## config.mk

```make
export PLATFORM = sky130hd
export DESIGN_NAME = hrd_divider
export DESIGN_NICKNAME = d
export VERILOG_FILES = /design/src/design/hrd_pkg.sv /design/src/design/hrd_divider.sv
export SDC_FILE = /design/constraint.sdc
export NUM_CORES = 1
export LEC_CHECK = 0
export BUFFER_PORTS_ARGS = -buffer_cell sky130_fd_sc_hd__buf_4
export CAP_MARGIN = 20
export CORE_AREA = 2 2 92 129
export DETAILED_ROUTE_END_ITERATION = 8
export DIE_AREA = 0 0 94 131
export PLACE_DENSITY = 0.63
export SLEW_MARGIN = 20
export SYNTH_ARGS = -nofsm -noshare
export SYNTH_HDL_FRONTEND = slang
export SYNTH_SLANG_ARGS = --single-unit
```

## constraint.sdc

```tcl
create_clock -name i_clk -period 2.67 [get_ports i_clk]
set_input_delay 0 -clock i_clk [delete_from_list [all_inputs] [get_ports i_clk]]
set_output_delay 0 -clock i_clk [all_outputs]
set_load 0.02 [all_outputs]
```

## src/design/hrd_pkg.sv

```systemverilog
package hrd_pkg;

    localparam int P_TIME_BITS   = 48;
    localparam int P_SAMPLE_BITS = 12;

    localparam int THR_BITS    = 12;
    localparam int DIV_BITS    = 20;
    localparam int QUO_BITS    = 16;
    localparam int STEP_BITS   = $clog2(QUO_BITS);

    localparam int CFG_INDEX_BITS = 4;
    localparam int CFG_DATA_BITS  = 32;

    localparam logic [CFG_INDEX_BITS-1:0] REG_UPPER_THR = CFG_INDEX_BITS'(0);
    localparam logic [CFG_INDEX_BITS-1:0] REG_LOWER_THR = CFG_INDEX_BITS'(1);
    localparam logic [CFG_INDEX_BITS-1:0] REG_CYC_PER_MS = CFG_INDEX_BITS'(2);
    localparam logic [CFG_INDEX_BITS-1:0] REG_PERIOD_LIM = CFG_INDEX_BITS'(3);

    localparam logic [THR_BITS-1:0] UPPER_THR_RST  = THR_BITS'(1985);
    localparam logic [THR_BITS-1:0] LOWER_THR_RST  = THR_BITS'(1737);
    localparam logic [DIV_BITS-1:0] CYC_PER_MS_RST = DIV_BITS'(48000);
    localparam logic [QUO_BITS-1:0] PERIOD_LIM_RST = QUO_BITS'(10000);
    localparam logic [QUO_BITS-1:0] MS_PER_MINUTE  = QUO_BITS'(60000);
    localparam logic [QUO_BITS-1:0] PERIOD_MAX     = '1;

    typedef enum logic [2:0] {
        S_IDLE,
        S_RANGE,
        S_DIV_MS,
        S_BPM_START,
        S_DIV_BPM,
        S_DONE
    } t_state;

    typedef struct packed {
        logic                start;
        logic [DIV_BITS-1:0] rem_init;
        logic [QUO_BITS-1:0] dividend_lo;
        logic [DIV_BITS-1:0] divisor;
    } t_div_req;

    typedef struct packed {
        logic                done;
        logic [QUO_BITS-1:0] quotient;
    } t_div_rsp;

endpackage

```

## src/design/hrd_divider.sv

```systemverilog
module hrd_divider import hrd_pkg::*; (
    input  logic     i_clk,
    input  logic     i_rst_n,
    input  t_div_req i_req,
    output t_div_rsp o_rsp
);
    localparam logic [STEP_BITS-1:0] STEP_LAST = STEP_BITS'(QUO_BITS - 1);

    logic                 r_busy;
    logic                 r_done;
    logic [STEP_BITS-1:0] r_cnt;
    logic [DIV_BITS-1:0]  r_rem;
    logic [QUO_BITS-1:0]  r_lo;
    logic [QUO_BITS-1:0]  r_q;
    logic [DIV_BITS-1:0]  r_den;

    logic [DIV_BITS:0]    trial;
    logic [DIV_BITS:0]    diff;
    logic                 take;
    logic [DIV_BITS-1:0]  n_rem;

    // one restoring step: remainder stays below the divisor
    always_comb begin
        trial = {r_rem, r_lo[QUO_BITS-1]};
        diff  = trial - {1'b0, r_den};
        take  = trial >= {1'b0, r_den};
        n_rem = take ? diff[DIV_BITS-1:0] : trial[DIV_BITS-1:0];
    end

    always_ff @(posedge i_clk) begin
        if (!i_rst_n) begin
            r_busy <= 1'b0;
            r_done <= 1'b0;
        end else begin
            r_done <= 1'b0;
            if (i_req.start) begin
                r_busy <= 1'b1;
            end else if (r_busy && r_cnt == STEP_LAST) begin
                r_busy <= 1'b0;
                r_done <= 1'b1;
            end
        end
    end

    always_ff @(posedge i_clk) begin
        if (i_req.start) begin
            r_cnt <= '0;
            r_rem <= i_req.rem_init;
            r_lo  <= i_req.dividend_lo;
            r_den <= i_req.divisor;
            r_q   <= '0;
        end else if (r_busy) begin
            r_cnt <= r_cnt + STEP_BITS'(1);
            r_rem <= n_rem;
            r_lo  <= {r_lo[QUO_BITS-2:0], 1'b0};
            r_q   <= {r_q[QUO_BITS-2:0], take};
        end
    end

    assign o_rsp.done     = r_done;
    assign o_rsp.quotient = r_q;

endmodule

```

### Yosys cells after proc, flatten, opt, wreduce, memory -nomap -nowiden

Cells that the tools add are included.

| cells by class | value |
|---|---|
| mux-type cells | 8 |
| reduce and logical (&&, ||, !) cells | 4 |
| add/subtract/negate cells | 2 |
| equality and inequality tests | 1 |
| bitwise gates (word level) | 1 |
| order comparisons | 1 |

Operators with widths:

| cell | count |
|---|---|
| $mux W20 | 3 |
| $mux W16 | 2 |
| $ge A21 B20 Y1 | 1 |
| $sub A20 B20 Y20 | 1 |
| $add A4 B1 Y4 const B | 1 |
| $eq A4 B4 Y1 const B | 1 |
| $reduce_bool A2 Y1 | 2 |
| $mux W1 | 3 |
| $reduce_or A2 Y1 | 1 |
| $logic_and A1 B1 Y1 | 1 |
| $not A1 Y1 | 1 |

| word-level totals | value |
|---|---|
| register bits after elaboration | 78 |
| output and inout port bits | 17 |

### Longest topological paths before layout

Gate-level depths: netlist of the first run.

| logic depth | value |
|---|---|
| depth after elaboration | 4 |
| gate-level depth with buffers | 12 |
| mapped depth without buffers | 11 |

### Least setup slack after synthesis of the first run

No wires, ideal clock.

| path | value |
|---|---|
| kind | flip-flop to flip-flop |
| start point | reg r_rem[0] |
| end point | reg r_rem[16] (data pin) |
| buffers on the path | 1 |
| cell stages (with the launch flop) | 10 |
| data arrival time | 2.364 ns |
| period minus slack after synthesis | 2.624 ns |
| setup time | 0.260 ns |
| setup slack | 0.046 ns |
| required time | 2.410 ns |
| cell sequence | edfxtp_1 > ha_1 > nor2b_1 > o2111a_2 > o211ai_2 > and2_4 > o311ai_4 > buf_6 > mux2_4 > mux2_2 |

| on the way | value |
|---|---|
| longest elaborated chain between the ends | 4 |

Ends and longest elaborated chain:

| what | RTL line | RTL |
|---|---|---|
| from (decl) | hrd_divider.sv:12 | `logic [DIV_BITS-1:0] r_rem;` |
| from (signal assigned) | hrd_divider.sv:48 | `r_rem <= i_req.rem_init;` |
| from (signal assigned) | hrd_divider.sv:54 | `r_rem <= n_rem;` |
| $sub A20 B20 Y20 or $ge A21 B20 Y1 (tied branches) | hrd_divider.sv:25, hrd_divider.sv:26 |  |
| $mux W20 (*) | hrd_divider.sv:27 | `n_rem = take ? diff[DIV_BITS-1:0] : trial[DIV_BITS-1:0];` |
| $mux W20 (*) | hrd_divider.sv:52 | `end else if (r_busy) begin` |
| $mux W20 (*) | hrd_divider.sv:46 | `if (i_req.start) begin` |

Mark *: on every way between the ends. The rest lies on a longest branch, timed or not. The select of a mux whose other input is x is not followed.
A chain may end at the register's enable or synchronous reset.

### Worst setup path after layout of the first run

Same ends and word-level chain as after synthesis.

==> tab_implementation.tex, run 1 <==
\begin{tabular}{lr}
\hline
Metric & Value \\
\hline
\multicolumn{2}{l}{\textbf{Critical path}} \\
\quad Launching element type of the critical path & flop \\
\quad Worst Setup Path Type & flop to flop \\
\quad Crit. End Element & flop \\
\quad Reg-to-reg setup timing slack & 0.02 ns \\
\quad Arrival time of the worst setup path & 2.73 ns \\
\quad Cell occurring most often along the worst timing path & buf\_6 \\
\quad Top fanout value on the critical path & 5 \\
\quad Critical path cell sequence & ha\_4, nor2b\_4, o2111a\_2, buf\_6, o211ai\_2, and2\_4, o311ai\_4, buf\_6, mux2\_4, mux2\_2 \\
\quad CP peak stage delay & 0.43 ns \\
\quad Worst-path cell with the longest stage delay & edfxtp\_1 \\
\quad Worst EP required & 2.76 ns \\
\multicolumn{2}{l}{\textbf{Die}} \\
\quad Placement row count & 46 \\
\quad Die height & 131 um \\
\quad I/O pins & 76 \\
\quad Placeable Area & 0.0112 mm2 \\
\quad Die Outline Area & 0.0123 mm2 \\
\quad Starting density of the core & 38.9\% \\
\quad Die outline width & about 94 um \\
\multicolumn{2}{l}{\textbf{Yosys}} \\
\quad Mux contribution to synthesized area & 11.6\% \\
\quad Compound-gate portion of the synthesized area & between 10\% and 20\% \\
\quad Combinational family with the most area after synthesis & compound AO/OA/AOI/OAI gates \\
\quad Post-synth top flop & edfxtp\_1 \\
\quad Number of nets produced by synthesis & roughly 470 \\
\quad Post-synth design cell area & 0.00436 mm2 \\
\quad Post-synthesis adder-cell area fraction & 6.48\% \\
\quad Number of synthesized flops with an enable pin & 56 \\
\quad Area share of xor/xnor cells in the synthesized design & 3.61\% \\
\quad Sequential-to-total area share from yosys stat & 48.7\% \\
\quad YS warnings & 0 \\
\quad Synth Instances & 386 \\
\quad Share of synthesized registers carrying an async set or reset & 0\% \\
\quad Number of different library cells in the post-synthesis netlist & $\sim$60 \\
\quad Mean instance size in the synthesized netlist & 11.3 um2 \\
\quad Simple-gate portion of the synthesized area & 11.8\% \\
\quad Flip-flop and latch count after synthesis & 78 \\
\multicolumn{2}{l}{\textbf{STA}} \\
\quad Final clock period utilization by the worst path & just under 100\% \\
\quad Number of pins with negative max-slew slack in the final report & 0 \\
\quad Actual transition at the worst max-transition pin & 0.637 ns \\
\quad RSZ-0062 raised after global routing & yes \\
\quad Final setup skew & 0.00623 ns \\
\quad Crit path time final & 2.65 ns \\
\quad Headroom to the max-slew limit & about 57\% \\
\quad Hold Violations, Final & 0 \\
\quad Final worst-path setup slack & 0.0230 ns \\
\quad Max Freq & 0.378 GHz \\
\quad Setup violators final & 0 \\
\multicolumn{2}{l}{\textbf{Cells and area}} \\
\quad Area growth from synthesis to layout & 48.5\% \\
\quad Area used by multi-input combinational logic & 0.00220 mm2 \\
\quad Leading cell types in the layout, fill and taps excluded & buf\_4 (129), edfxtp\_1 (56), dlygate4sd3\_1 (55), nor2\_1 (32) \\
\quad Most common library cell in the layout ignoring fill and taps & buf\_4 \\
\quad Filler cell count in the final layout & 963 \\
\quad ANT cells & 0 \\
\quad Sequential cell area & roughly 0.0021 mm2 \\
\quad Ratio of cells with drive above 1 in the final layout & 36.8\% \\
\quad Final nets & 644 \\
\quad Final std cell area, no fill & about 0.0065 mm2 \\
\multicolumn{2}{l}{\textbf{Global routing}} \\
\quad Vias in the first global route & 3,585 \\
\quad Overall overflow remaining after global route & 0 \\
\quad Number of antenna violations at the first check in global routing & 0 \\
\quad Pin count of the biggest net entering global routing & 37 \\
\quad First-pass GRT wire length & 16,500 um \\
\quad GRT Resource Usage Total & 17.2\% \\
\multicolumn{2}{l}{\textbf{Clock network}} \\
\quad Clock tree from TritonCTS & done \\
\quad Clock Path Buffers & 2 \\
\quad Depth of the CTS H-tree & 3 \\
\quad Clock buffer count from CTS & 9 \\
\quad Register clock-pin slew on the reported worst setup and hold paths & 0.06 ns \\
\quad Clock root buffer master & clkbuf\_16 \\
\quad Total clock sinks & between 70 and 80 \\
\quad Clock Latency Late Sink & 0.34 ns \\
\multicolumn{2}{l}{\textbf{Place}} \\
\quad Final weighted congestion in routability-driven placement & 0.857 \\
\quad Placed cell areas & 0.00534 mm2 \\
\quad Post-Place Setup Slack & -0.169 ns \\
\quad Number of port buffers & 75 \\
\quad Post-detail-place hpwl & between 7000 and 8000 um \\
\multicolumn{2}{l}{\textbf{Power and ir drop}} \\
\quad Maximum vdd drop & 405 uV \\
\quad Share of total power in sequential cells & a little under a third \\
\quad Clock group share of total power & 25.5\% \\
\quad Power share of the combinational group & 43.2\% \\
\quad Switching power total & 1630 uW \\
\quad PD cells & 782 mW/mm2 \\
\quad LEAKAGE & 0.00275 uW \\
\quad Fraction of power spent switching nets & 32.2\% \\
\quad Pint & 3440 uW \\
\multicolumn{2}{l}{\textbf{Routing}} \\
\quad Starting DRC count in detailed routing & $\sim$130 \\
\quad Overall via count from detail\_route & 3,539 \\
\quad DR vias/cell & 4.97 \\
\quad Remaining routing DRC violations & 0 \\
\quad Wire per inst & 14.7 um \\
\quad Final WL & 10,500 um \\
\quad ANT nets after route & 0 \\
\quad Number of detailed-routing iterations run before antenna repair & 5 \\
\multicolumn{2}{l}{\textbf{Worst hold path}} \\
\quad Worst hold path class & input port to flop \\
\multicolumn{2}{l}{\textbf{Flow run}} \\
\quad Max-Cap Viols & 0 \\
\multicolumn{2}{l}{\textbf{Outcome}} \\
\quad Outcome & completed \\
\hline
\end{tabular}
[metal layers]
layer	global-route usage (%)	vias up	routed length [um]
met3	4.01	18	316
li1	-	1769	-
met2	31.6	62	5710
met4	6.48	0	207
met1	19.1	1690	4230
met5	0	-	0
[final cells by class]
class	instances	share of cell area, %
multi-input combinational	262	34.0
sequential	78	32.8
timing repair buffer	188	24.1
clock buffer	11	4.25
tap	144	2.78
inverter	24	1.39
clock inverter	5	0.638
[cells by family (layout without fill, tap and decap cells)]
logic type      after synthesis  after routing
compound gates               75             75
mux                          47             47
buf+inv                      46            228
fa+ha+maj                    22             22
simple gates                100            100
xor+xnor                     18             18
flops                        78             78
[cells in the mapped netlist (8+ instances only)]
library cell,n,area (um2)
nor2_1,34,128
xnor2_1,9,78.8
mux2_2,23,259
nand2_1,19,71.3
o21ai_0,8,40.0
inv_1,24,90.1
ha_1,21,263
dfxtp_1,22,440
a21oi_1,18,90.1
xor2_1,9,78.8
edfxtp_1,56,1680
mux2i_1,23,230
[state kept, by name (all words and copies together) (netlist names)]
name and flops:
r_rem 20, r_q 16, r_den 20, r_done 1
r_cnt 4, r_lo 16, r_busy 1
[worst max-delay path: cells and delay by family (launching register included)]
family          cells  cell delay (ns)
simple gates        2             0.29
buf+inv             2             0.28
flops               1             0.43
fa+ha+maj           1             0.29
mux                 2             0.56
compound gates      3             0.53
[through the flow]
step / power (uW) / hold slack [ns] / utilization [%] / std cells / setup TNS [ns]
after CTS: 4900 / 0.00230 / 56.0 / 708 / -0.0121
after floorplan: 2840 / 0.0989 / - / 386 / 0
after global placement: 3430 / 0.178 / 47.5 / 633 / -1.41
after global routing: 5350 / 0.0273 / 57.7 / 712 / -0.617
after detailed placement: 3460 / 0.179 / 47.5 / 633 / -2.19
final: 5060 / 0.0175 / 57.7 / 712 / 0
[timing repair]
| item | CTS | global route |
|---|---|---|
| endpoints found under the hold margin | 56 | 0 |
| buffers inserted | 4 | 5 |
| gates resized for setup | 10 | 29 |
| hold buffers | 55 | 0 |
| setup endpoints to repair | 18 | 19 |
| pin swaps | 7 | 17 |
[power groups by stage]
stage	sequential, uW	clock (uW)	combinational (uW)
finish	1590	1290	2190
global route	1610	1360	2380
CTS	1580	1320	2000
detailed placement	1600	0	1860
global placement	1590	0	1830
floorplan	1580	0	1260
[worst paths after layout]
check,startpoint,end,cells past startpoint
min reg2reg,r_q[15],r_q[15],2
max,r_rem[0],r_rem[16],10
max reg2reg,r_rem[0],r_rem[16],10
min,i_req[51],r_rem[15],3
Note: power is estimated with default switching activity, not from simulation.
==> run 2: changes to the inputs <==
--- a/config.mk
+++ b/config.mk
@@ -7,10 +7,12 @@
 export LEC_CHECK = 0
 export BUFFER_PORTS_ARGS = -buffer_cell sky130_fd_sc_hd__buf_4
 export CAP_MARGIN = 20
+export CELL_PAD_IN_SITES_DETAIL_PLACEMENT = 0
+export CELL_PAD_IN_SITES_GLOBAL_PLACEMENT = 1
 export CORE_AREA = 2 2 92 129
 export DETAILED_ROUTE_END_ITERATION = 8
 export DIE_AREA = 0 0 94 131
-export PLACE_DENSITY = 0.63
+export PLACE_DENSITY = 0.77
 export SLEW_MARGIN = 20
 export SYNTH_ARGS = -nofsm -noshare
 export SYNTH_HDL_FRONTEND = slang
==> tab_implementation.tex, run 2 (same netlist as run 1, synthesis figures left out) <==
\begin{tabular}{lr}
\hline
Metric & Value \\
\hline
\multicolumn{2}{l}{\textbf{Outcome}} \\
\quad Outcome & completed (unchanged) \\
\multicolumn{2}{l}{\textbf{Critical path}} \\
\quad Arrival time of the worst setup path & 2.75 ns (was 2.73 ns) \\
\quad Crit. End Element & flop (unchanged) \\
\quad Reg-to-reg setup timing slack & 0.01 ns (was 0.02 ns) \\
\quad Worst Setup Path Type & flop to flop (unchanged) \\
\quad Worst-path cell with the longest stage delay & edfxtp\_1 (unchanged) \\
\quad Critical path cell sequence & ha\_4, nor2b\_4, o2111a\_2, buf\_4, o211ai\_2, and2\_4, o311ai\_4, buf\_6, mux2\_4, mux2\_4 (was ha\_4, nor2b\_4, o2111a\_2, buf\_6, o211ai\_2, and2\_4, o311ai\_4, buf\_6, mux2\_4, mux2\_2) \\
\quad Top cell family by delay on the critical path & multiplexers (unchanged) \\
\quad Buf+Inv Stages, Crit Path & 2 (unchanged) \\
\quad CP peak stage delay & 0.43 ns (about the same) \\
\quad Worst reg2reg path startpoint & r\_rem[0] (unchanged) \\
\quad Launching element type of the critical path & flop (unchanged) \\
\quad Cell occurring most often along the worst timing path & mux2\_4 (was buf\_6) \\
\quad Reg-to-Reg End & r\_rem[6] (was r\_rem[16]) \\
\quad Worst EP required & 2.76 ns (about the same) \\
\quad Length in cells of the worst reg-to-reg path & 10 (unchanged) \\
\quad Top fanout value on the critical path & 4 (was 5) \\
\multicolumn{2}{l}{\textbf{Routing}} \\
\quad Remaining routing DRC violations & 0 (unchanged) \\
\quad DR vias/cell & 4.89 (was 4.97) \\
\quad Wire per inst & 14.3 um (was 14.7 um) \\
\quad Final WL & 10,200 um (was 10,500 um) \\
\quad Overall via count from detail\_route & 3,494 (was 3,539) \\
\quad ANT nets after route & 0 (unchanged) \\
\quad Number of detailed-routing iterations run before antenna repair & 4 (was 5) \\
\quad Starting DRC count in detailed routing & 127 (was 134) \\
\multicolumn{2}{l}{\textbf{Power and ir drop}} \\
\quad Maximum vdd drop & 548 uV (was 405 uV) \\
\quad PD cells & 780 mW/mm2 (was 782 mW/mm2) \\
\quad Clock group share of total power & 24.4\% (was 25.5\%) \\
\quad Fraction of power spent switching nets & 32.0\% (was 32.2\%) \\
\quad Pint & 3430 uW (was 3440 uW) \\
\quad Power share of the combinational group & 44.2\% (was 43.2\%) \\
\quad Share of total power in sequential cells & 31.4\% (was 31.3\%) \\
\quad LEAKAGE & 0.00278 uW (was 0.00275 uW) \\
\quad Switching power total & 1620 uW (was 1630 uW) \\
\multicolumn{2}{l}{\textbf{Place}} \\
\quad Placed Instances & 629 (was 633) \\
\quad Post-Place Setup Slack & -0.142 ns (was -0.169 ns) \\
\quad Post-detail-place hpwl & 7100 um (was 7230 um) \\
\quad Number of port buffers & 75 (unchanged) \\
\quad Final weighted congestion in routability-driven placement & 0.829 (was 0.857) \\
\multicolumn{2}{l}{\textbf{Cells and area}} \\
\quad Area used by multi-input combinational logic & 0.00216 mm2 (was 0.00220 mm2) \\
\quad Sequential cell area & 0.00212 mm2 (unchanged) \\
\quad Final Non-Filler Cells & 715 (was 712) \\
\quad Ratio of cells with drive above 1 in the final layout & 36.1\% (was 36.8\%) \\
\quad Registers with the highest flip-flop counts & r\_den: 20 flops, r\_rem: 20 flops (unchanged) \\
\quad Final nets & 647 (was 644) \\
\quad Leading cell types in the layout, fill and taps excluded & buf\_4 (127), dlygate4sd3\_1 (56), edfxtp\_1 (56), nor2\_1 (34) (was buf\_4 (129), edfxtp\_1 (56), dlygate4sd3\_1 (55), nor2\_1 (32)) \\
\quad ANT cells & 0 (unchanged) \\
\quad Final design utilization & 57.6\% (was 57.7\%) \\
\quad Most common library cell in the layout ignoring fill and taps & buf\_4 (unchanged) \\
\quad Filler cell count in the final layout & 982 (was 963) \\
\quad Area growth from synthesis to layout & 48.3\% (was 48.5\%) \\
\multicolumn{2}{l}{\textbf{Clock network}} \\
\quad Clock buffer count from CTS & 9 (unchanged) \\
\quad Clock tree from TritonCTS & done (unchanged) \\
\quad Clock Path Buffers & 2 (unchanged) \\
\quad Clock root buffer master & clkbuf\_16 (unchanged) \\
\quad Clock Latency Late Sink & 0.33 ns (was 0.34 ns) \\
\quad Total clock sinks & 78 (unchanged) \\
\quad Register clock-pin slew on the reported worst setup and hold paths & 0.06 ns (about the same) \\
\quad Depth of the CTS H-tree & 3 (unchanged) \\
\multicolumn{2}{l}{\textbf{Die}} \\
\quad I/O pins & 76 (unchanged) \\
\quad Starting density of the core & 38.9\% (unchanged) \\
\quad Placeable Area & 0.0112 mm2 (unchanged) \\
\quad Die outline width & 94 um (unchanged) \\
\quad Die Outline Area & 0.0123 mm2 (unchanged) \\
\quad Placement row count & 46 (unchanged) \\
\quad Die height & 131 um (unchanged) \\
\multicolumn{2}{l}{\textbf{Global routing}} \\
\quad GRT Resource Usage Total & 17.1\% (was 17.2\%) \\
\quad Pin count of the biggest net entering global routing & 53 (was 37) \\
\quad Overall overflow remaining after global route & 0 (unchanged) \\
\quad Number of antenna violations at the first check in global routing & 0 (unchanged) \\
\quad First-pass GRT wire length & 16,600 um (was 16,500 um) \\
\quad Vias in the first global route & 3,686 (was 3,585) \\
\multicolumn{2}{l}{\textbf{STA}} \\
\quad Crit path time final & 2.66 ns (was 2.65 ns) \\
\quad Hold Violations, Final & 0 (unchanged) \\
\quad Headroom to the max-slew limit & 39.1\% (was 57.1\%) \\
\quad Max Freq & 0.376 GHz (was 0.378 GHz) \\
\quad Sum Neg Setup Slack & 0 ns (unchanged) \\
\quad Final clock period utilization by the worst path & 99.6\% (was 99.1\%) \\
\quad Actual transition at the worst max-transition pin & 0.914 ns (was 0.637 ns) \\
\quad Setup violators final & 0 (unchanged) \\
\quad Number of pins with negative max-slew slack in the final report & 0 (unchanged) \\
\quad Final setup skew & 0.00699 ns (was 0.00623 ns) \\
\quad RSZ-0062 raised after global routing & yes (unchanged) \\
\quad Final worst-path setup slack & 0.0107 ns (was 0.0230 ns) \\
\multicolumn{2}{l}{\textbf{Worst hold path}} \\
\quad Startpoint of the most critical hold path & i\_req[55] (was i\_req[51]) \\
\quad Hold depth & 4 (was 3) \\
\quad Worst hold path class & input port to flop (unchanged) \\
\quad Worst Hold End & r\_rem[19] (was r\_rem[15]) \\
\multicolumn{2}{l}{\textbf{Flow run}} \\
\quad Max-Cap Viols & 0 (unchanged) \\
\hline
\end{tabular}
==> run 2: cell types whose count changed in the layout (fill, tap and decap cells not counted), moves of 2 or more <==
cell and change:
ha_2 +2, buf_4 -2, nor2_2 -2, ha_4 -3, buf_6 +2, o21ai_0 +2, o21ai_1 -2, nor2_1 +2
==> run 2: worst register-to-register path, stage by stage (launching register included) <==
cell,delay (ns)
edfxtp_1,0.43
ha_4,0.29
nor2b_4,0.14
o2111a_2,0.20
buf_4,0.11
o211ai_2,0.09
and2_4,0.16
o311ai_4,0.26
buf_6,0.18
mux2_4,0.30
mux2_4,0.26
==> run 2: area by class of cell <==
class                   count  area share, %
well taps                 144           2.79
multi-input cells         262           33.3
clock buffers              10           3.87
flip-flops and latches     78           32.8
clock inverters             6          0.735
repair buffers            191           25.1
inverters                  24           1.39
==> run 2: worst max path at each step <==
stage / from / to / slack [ns] / cells after the start
5_1_grt: r_rem[7] / r_rem[6] / -0.09 / 10
3_5_place_dp: r_rem[0] / r_rem[4] / -0.14 / 9
2_1_floorplan: r_rem[0] / r_rem[16] / 0.05 / 9
3_3_place_gp: r_rem[0] / r_rem[6] / -0.10 / 8
6_report: r_rem[0] / r_rem[6] / 0.01 / 10
4_1_cts: r_rem[0] / r_rem[11] / -0.02 / 9
==> run 2: through the flow <==
stage	hold slack, ns	total power (uW)	instance area [um2]
detailed placement	0.180	3460	5310
global placement	0.179	3430	5310
floorplan	0.0989	2840	4360
finish	0.0732	5050	6470
global route	0.0856	5350	6470
CTS	0.0778	4870	6250
==> run 2: power groups by stage <==
stage,registers [uW],logic [uW],clock network (uW)
finish,1580,2230,1230
floorplan,1580,1260,0
CTS,1580,2020,1270
detailed placement,1600,1860,0
global placement,1590,1840,0
global route,1600,2440,1310
==> run 2: what timing repair did <==
item / 4_1_cts / 5_1_grt
gates cloned: 0 / 1
resized for setup: 11 / 24
hold buffers: 56 / 0
buffers inserted: 4 / 9
endpoints found under the setup margin: 17 / 20
hold endpoints to repair: 57 / 0
pin swaps: 9 / 14
==> run 2: routing by layer <==
| layer | wire (um) | vias to the layer above | GRT usage (%) |
|---|---|---|---|
| met2 | 5580 | 53 | 32.8 |
| met5 | 0 | - | 0 |
| met3 | 279 | 12 | 3.56 |
| met4 | 144 | 0 | 5.80 |
| li1 | - | 1777 | - |
| met1 | 4240 | 1652 | 18.5 |
